===== config.mk =====
export PLATFORM = sky130hd
export DESIGN_NAME = suws_cell
export DESIGN_NICKNAME = d
export VERILOG_FILES = /design/src/rtl/suws_pkg.sv /design/src/rtl/suws_cell.sv
export SDC_FILE = /design/constraint.sdc
export NUM_CORES = 1
export LEC_CHECK = 0
export BUFFER_PORTS_ARGS = -buffer_cell sky130_fd_sc_hd__buf_4
export CAP_MARGIN = 20
export CELL_PAD_IN_SITES_DETAIL_PLACEMENT = 1
export CELL_PAD_IN_SITES_GLOBAL_PLACEMENT = 2
export CORE_AREA = 10 10 309 311
export CTS_CLUSTER_SIZE = 8
export DETAILED_ROUTE_END_ITERATION = 6
export DIE_AREA = 0 0 319 321
export PLACE_DENSITY_LB_ADDON = 0.1
export SYNTH_ARGS = -nofsm -noshare
export SYNTH_HDL_FRONTEND = slang
export SYNTH_SLANG_ARGS = --single-unit
export TNS_END_PERCENT = 1

===== constraint.sdc =====
create_clock -name clk_i -period 7.87 [get_ports clk_i]
set_clock_uncertainty 0.1 [all_clocks]
set_input_delay 1.574 -clock clk_i [delete_from_list [all_inputs] [get_ports clk_i]]
set_output_delay 1.574 -clock clk_i [all_outputs]
set_load 0.02 [all_outputs]

===== src/rtl/suws_pkg.sv =====
// Shared types, constants, command and status codes for the sorted unique word set.
// No dependencies; imported by the cell, the top level and the testbench.
package suws_pkg;

  localparam int unsigned CAPACITY   = 32;
  localparam int unsigned WORD_BYTES = 20;
  localparam int unsigned WORD_W     = 160;

  typedef logic [WORD_W-1:0] word_t;

  // Bytes beyond WORD_BYTES are forced to zero; byte 0 sits in the top bits.
  localparam word_t WORD_MASK = {WORD_W{1'b1}} << (8 * (20 - WORD_BYTES));

  localparam logic ACTION_INSERT = 1'b0;
  localparam logic ACTION_EMIT   = 1'b1;

  typedef logic [1:0] status_t;
  localparam status_t ST_INSERTED  = 2'd0;
  localparam status_t ST_DUPLICATE = 2'd1;
  localparam status_t ST_FULL      = 2'd2;
  localparam status_t ST_EMITTED   = 2'd3;

  typedef struct packed {
    logic cmp_en;    // register compare flags against the broadcast word
    logic ins_en;    // open a gap and take the new word
    logic shift_en;  // move every word one place towards the head
  } cell_ctrl_t;

endpackage


===== src/rtl/suws_cell.sv =====
// One place of the sorted chain: a stored word, its valid bit and its compare flags.
// Depends on suws_pkg.
module suws_cell
  import suws_pkg::*;
(
  input  logic       clk_i,
  input  logic       rst_ni,
  input  cell_ctrl_t ctrl_i,
  input  word_t      cmp_word_i,
  input  word_t      new_word_i,
  input  word_t      prev_word_i,
  input  logic       prev_valid_i,
  input  logic       prev_ins_i,
  input  word_t      next_word_i,
  input  logic       next_valid_i,
  output word_t      word_o,
  output logic       valid_o,
  output logic       ins_o,
  output logic       eq_o
);

  word_t word_q;
  logic  valid_q, gt_q, eq_q;

  assign ins_o   = !valid_q || gt_q;
  assign word_o  = word_q;
  assign valid_o = valid_q;
  assign eq_o    = eq_q;

  always_ff @(posedge clk_i or negedge rst_ni) begin
    if (!rst_ni) begin
      valid_q <= 1'b0;
      gt_q    <= 1'b0;
      eq_q    <= 1'b0;
    end else if (ctrl_i.cmp_en) begin
      gt_q <= valid_q && (word_q > cmp_word_i);
      eq_q <= valid_q && (word_q == cmp_word_i);
    end else if (ctrl_i.ins_en) begin
      if (ins_o) begin
        valid_q <= valid_q | prev_valid_i;
      end
    end else if (ctrl_i.shift_en) begin
      valid_q <= next_valid_i;
    end
  end

  always_ff @(posedge clk_i) begin
    if (ctrl_i.ins_en && ins_o) begin
      // take the left neighbour's word while the gap is further left
      word_q <= prev_ins_i ? prev_word_i : new_word_i;
    end else if (ctrl_i.shift_en) begin
      word_q <= next_word_i;
    end
  end

endmodule


==> impl_metrics.ini, run 1 <==
[grt]
first_global_vias = 14150
grtUsageTotal = 0.145
grt_pass1_wl_um = 106000
gr-total-overflow = 0
grt_max_degree = 133
antenna_found_initial = 14

[sta]
setup_slack_ps = 4110
fmax_mhz = 266
relSlewSlack = 0.346
finalCriticalPeriod_ps = 3760
tightest_slew_ps = 981
fin_hold_ws_ps = 433
hold_violations = 0
fin_tns_setup_ps = 0
finalMaxSlewViolations = 0
rsz0062_at_grt = no
finalSetupViolations = 0
post-route-period-util = 0.477

[clock_network]
clkSinkCount = 163
ctsHoldBuffers = 0
clkLatencyLatePin_ps = 490
clock_path_buffers = 2
clkTransAtPathRegs_ps = 80
htree_levels = 4
numCtsBuffers = 17
cts-resized-gates = 0
clock-root-buffer = clkbuf_16
cts_tree = built
post_cts.repair.setup_buffers = 0

[finish]
layout-drive-gt1-share = 0.413
fill_cells = 10468
nNetsFinal = 2880
area_growth_pct = 65.5

[logic_synthesis]
synth_seq_cells = 163
syn-mean-instance-area_um2 = 9.51
synth_seq_area_share = 0.398
yosys_warnings = 0
ys_async_sr_fraction = 0.0184
synthTopCellsByArea = edfxtp_1, ha_1, mux2i_1
synthTopCellsByCount = nand2_1, o21ai_0, inv_1, mux2i_1
yosys.area.top_type_share = 0.391
ys.flop_type = edfxtp_1
yosysMostFrequentCell = nand2_1
syn_inst = 1290
synth_enable_flop_cells = 160
mappedNetlistArea_um2 = 12300
synthDistinctLibCells = 39
synth_top_area_cell = edfxtp_1
syn_nets = 2098

[setup_path]
required_ps = 8150
crit_fanout = 3
cp_slowest_cell = nor4_1
path_cells = buf_4 > inv_1 > ha_1 > nand4_1 > nor4_1 > buf_4 > nand4_1 > nor4_4 > nor3_1 > a22o_1
cpPeakStageDelay_ps = 760
start_kind = input port
end_kind = register
crit_family = simple AND/OR/NAND/NOR gates
r2r_slack_ps = 4570
crit_arrival_ps = 4040
path_buf_inv = 3
crit_type = in -> reg

[floorplanning]
chipHeight_um = 321
core-area_um2 = 89300
initial_utilization = 0.137
row_count = 110
die_width_um = 319
die_area_um2 = 102000
ios = 811

[worst_hold_path]
hp-class = reg -> reg

[place]
place_ws_ps = 3450
dp_hpwl_um = 67600
gp_congestion = 0.766
port_buffers = 810

[flow_run]
cap_violations = 0

[route]
drc = 0
vias_per_cell = 3.82
totalWireLength_um = 76900
dr.pass1.iters = 4
drt_iter0_markers = 432
dr_total_vias = 12496
wl_per_cell_um = 23.5
drtAntennaViolNets = 0

[power]
ir_worst_vdd_mv = 0.163
power-per-cell-area_nw_per_um2 = 181
p_leak_nw = 10.2

[run_status]
status = completed
[metrics by stage]
step / instances / instance area [µm²] / power, W / util
after CTS: 3261 / 20300 / 0.00380 / 0.227
after global placement: 3229 / 19700 / 0.00283 / 0.221
after floorplan: 1290 / 12300 / 0.00199 / -
final: 3267 / 20300 / 0.00367 / 0.227
after detailed placement: 3229 / 19700 / 0.00285 / 0.221
after global routing: 3264 / 20300 / 0.00395 / 0.227
[logic make-up after synthesis]
family | Yosys count | share of synthesized area
compound gates | 297 | 0.131
simple gates | 288 | 0.108
buf+inv | 221 | 0.0688
flops | 163 | 0.398
mux | 161 | 0.131
fa+ha+maj | 160 | 0.163
[final cells by class]
cell class	count	area (µm²)	share of cell area
tap	1176	1470	0.0724
timing repair buffer	816	6170	0.304
inverter	168	631	0.0310
clock inverter	15	156	0.00770
antenna	6	15.0	0.000739
clock buffer	17	425	0.0209
sequential	163	4880	0.240
multi-input combinational	906	6560	0.323
[worst reg2reg max path, cell delays in order, from the launching register on]
cell and delay (ps):
dfrtp_1 510, nand2b_1 330, nand2_4 510, nand2b_4 730, buf_4 720
[sequential cells by signal (all words and copies together), names as in the netlist]
signal / flops
eq_o: 1
gt_q: 1
valid_o: 1
word_o: 160
[layer usage]
metal,part of all wire,vias to the layer above,track usage
met2,0.53,457,0.274
met1,0.36,5807,0.145
met4,0.0097,14,0.0263
li1,-,6175,-
met5,0.0011,-,0
met3,0.092,43,0.0656
[layout by cell type, fill, tap and decap left out, types with 4 or more instances in the layout]
master       n
nand4_2      4
inv_6        7
mux2i_1    161
o21ai_0    182
a21oi_1     70
nor2b_1      4
a21o_1      16
a221oi_1     4
inv_8        4
diode_2      6
nor2_1      15
o211ai_1     4
buf_4      812
a211oi_1     4
inv_1      168
edfxtp_1   160
nand2_1    198
nand4_1     35
nor3_1       8
nand3_1      9
nor4_1       6
ha_1       160
clkbuf_16   17
[power by group]
part | internal, W | leakage [nW] | switching (W)
sequential | 0.00117 | 1.66 | 0.000124
combinational | 0.000647 | 8.29 | 0.000832
clock | 0.000451 | 0.284 | 0.000449
[path summary, 6_finish.rpt]
kind,startpoint,end,cells past startpoint
max,cmp_word_i[139],gt_q$_DFFE_PN0P_,10
min,eq_o$_DFFE_PN0P_,eq_o$_DFFE_PN0P_,2
max reg2reg,valid_o$_DFFE_PN0P_,word_o[101]$_DFFE_PP_,4
min reg2reg,eq_o$_DFFE_PN0P_,eq_o$_DFFE_PN0P_,2
max in group asynchronous,rst_ni,valid_o$_DFFE_PN0P_,1
min in group asynchronous,rst_ni,eq_o$_DFFE_PN0P_,1
Power figures use the tool's default switching activity.
==> inputs of run 2 (changes only) <==
- CORE_AREA: 10 10 309 311 -> 10 10 304 306
- DIE_AREA: 0 0 319 321 -> 0 0 314 316
- clock period: 7.87 -> 3.9 ns (I/O delays scaled with it)
==> run 2 against run 1 <==
  * Core utilization rose by 1.1 points
  * Sequential power up 100%
  * Sequential share of layout area shrank 0.26 points
  * First-iteration DRC count shrank 12%
  * Global-route usage grew 0.19 points
==> impl_metrics.ini, run 2 (same netlist as run 1, synthesis figures left out) <==
[clock_network]
htree_levels = 4
ctsHoldBuffers = 1
cts-resized-gates = 0
clkTransAtPathRegs_ps = 80
clock_path_buffers = 2
clock-root-buffer = clkbuf_16
clkSinkCount = 163
numCtsBuffers = 17
cts_tree = built
post_cts.repair.setup_buffers = 0
clkLatencyLatePin_ps = 490

[floorplanning]
die_area_um2 = 99200
die_width_um = 314
chipHeight_um = 316
row_count = 108
ios = 811
initial_utilization = 0.142
core-area_um2 = 86200

[sta]
finalSetupViolations = 0
finalMaxSlewViolations = 0
rsz0062_at_grt = no
relSlewSlack = 0.465
post-route-period-util = 0.730
tightest_slew_ps = 802
hold_violations = 0
finalCriticalPeriod_ps = 2850
fmax_mhz = 351
fin_tns_setup_ps = 0

[finish]
post-route-util = 0.238
area_growth_pct = 67.3
layout_commonest_cell = buf_4
fill_cells = 10198
layout-drive-gt1-share = 0.418
ff_latch_area_um2 = 4880
multi_input_area_um2 = 6560
nNetsFinal = 2904
largest_register_ffs = 160
mostFrequentLayoutCells = buf_4, nand2_1, o21ai_0, inv_1, mux2i_1

[place]
dp_hpwl_um = 67200
gp_congestion = 0.841
port_buffers = 810

[route]
dr.pass1.iters = 4
wl_per_cell_um = 23.2
drtAntennaViolNets = 0
vias_per_cell = 3.84
totalWireLength_um = 75800
dr_total_vias = 12536
drt_iter0_markers = 379
drc = 0

[grt]
first_global_vias = 14263
grtUsageTotal = 0.146
met2_usage = 0.286
top_usage_layer = met2
antenna_found_initial = 13
grt_use_met3 = 0.0561
use_met1 = 0.144
grt_max_degree = 104
gr-total-overflow = 0
grt_pass1_wl_um = 103000

[setup_path]
start_kind = register
crit_path_start = word_o[87]$_DFFE_PP_
required_ps = 4230
rr_startpoint = word_o[87]$_DFFE_PP_
end_kind = register
crit_arrival_ps = 3180
rr_endpoint = gt_q$_DFFE_PN0P_
r2r_cells = 8
crit_fanout = 3
r2r_slack_ps = 1050
crit_type = reg -> reg

[power]
power-per-cell-area_nw_per_um2 = 367
ir_worst_vdd_mv = 0.340
total_power_w = 0.00753
p_leak_nw = 10.4

[worst_hold_path]
min_to = eq_o$_DFFE_PN0P_
worstHoldStart = eq_o$_DFFE_PN0P_
hp-class = reg -> reg
holdPathStages = 2

[flow_run]
cap_violations = 0

[run_status]
status = completed
==> run 2: cell count changes in the layout (fill, tap and decap cells not counted), sizes merged <==
cell / previous run / this run
buf: 816 / 839
inv: 179 / 173
diode: 6 / 2
bufinv: 1 / 3
clkinv: 1 / 3
clkbuf: 17 / 18
clkinvlp: 2 / 3
dlygate4sd3: 0 / 1
==> run 2: cell type report <==
class                   count  share of cell area
inverters                 168              0.0307
clock buffers              18              0.0209
well taps                1155              0.0704
flip-flops and latches    163               0.238
diodes                      2            0.000244
clock inverters            14             0.00859
multi-input cells         906               0.320
repair buffers            840               0.312
==> run 2: power by group <==
| group | total (W) | internal [W] | switching, W |
|---|---|---|---|
| clock | 0.00190 | 0.00102 | 0.000886 |
| combinational | 0.00305 | 0.00135 | 0.00170 |
| sequential | 0.00258 | 0.00235 | 0.000231 |
==> run 2: worst max path at each step <==
stage                                endpoint  slack [ps]  depth (start not counted)
after CTS                    gt_q$_DFFE_PN0P_         910                          8
after global placement       gt_q$_DFFE_PN0P_         410                         10
after detailed placement     gt_q$_DFFE_PN0P_         440                         10
final                        gt_q$_DFFE_PN0P_        1050                          8
after global routing         gt_q$_DFFE_PN0P_         780                          8
after floorplan           word_o[0]$_DFFE_PP_          40                          5
==> run 2: worst max-delay path: stages, from the launching register on <==
cell and delay (ps):
edfxtp_1 530, ha_1 360, nand4_1 300, nor4_2 450, nand4_2 250, a311oi_1 410
nor4_1 140, o211ai_2 110, a22o_1 130
==> run 2: metrics by stage <==
| step | hold slack, ps | std cells | area, µm² | setup WS [ps] |
|---|---|---|---|---|
| after floorplan | 384 | 1290 | 12300 | 42.9 |
| final | 420 | 3266 | 20500 | 1050 |
| after global placement | 418 | 3231 | 19900 | 414 |
| after detailed placement | 408 | 3231 | 19900 | 440 |
| after global routing | 440 | 3265 | 20500 | 778 |
| after CTS | 403 | 3264 | 20500 | 914 |
==> run 2: routing by layer <==
metal	routed length (µm)	vias up
met4	864	20
met1	26800	5806
met5	142	-
met3	6190	53
met2	41800	441
li1	-	6216
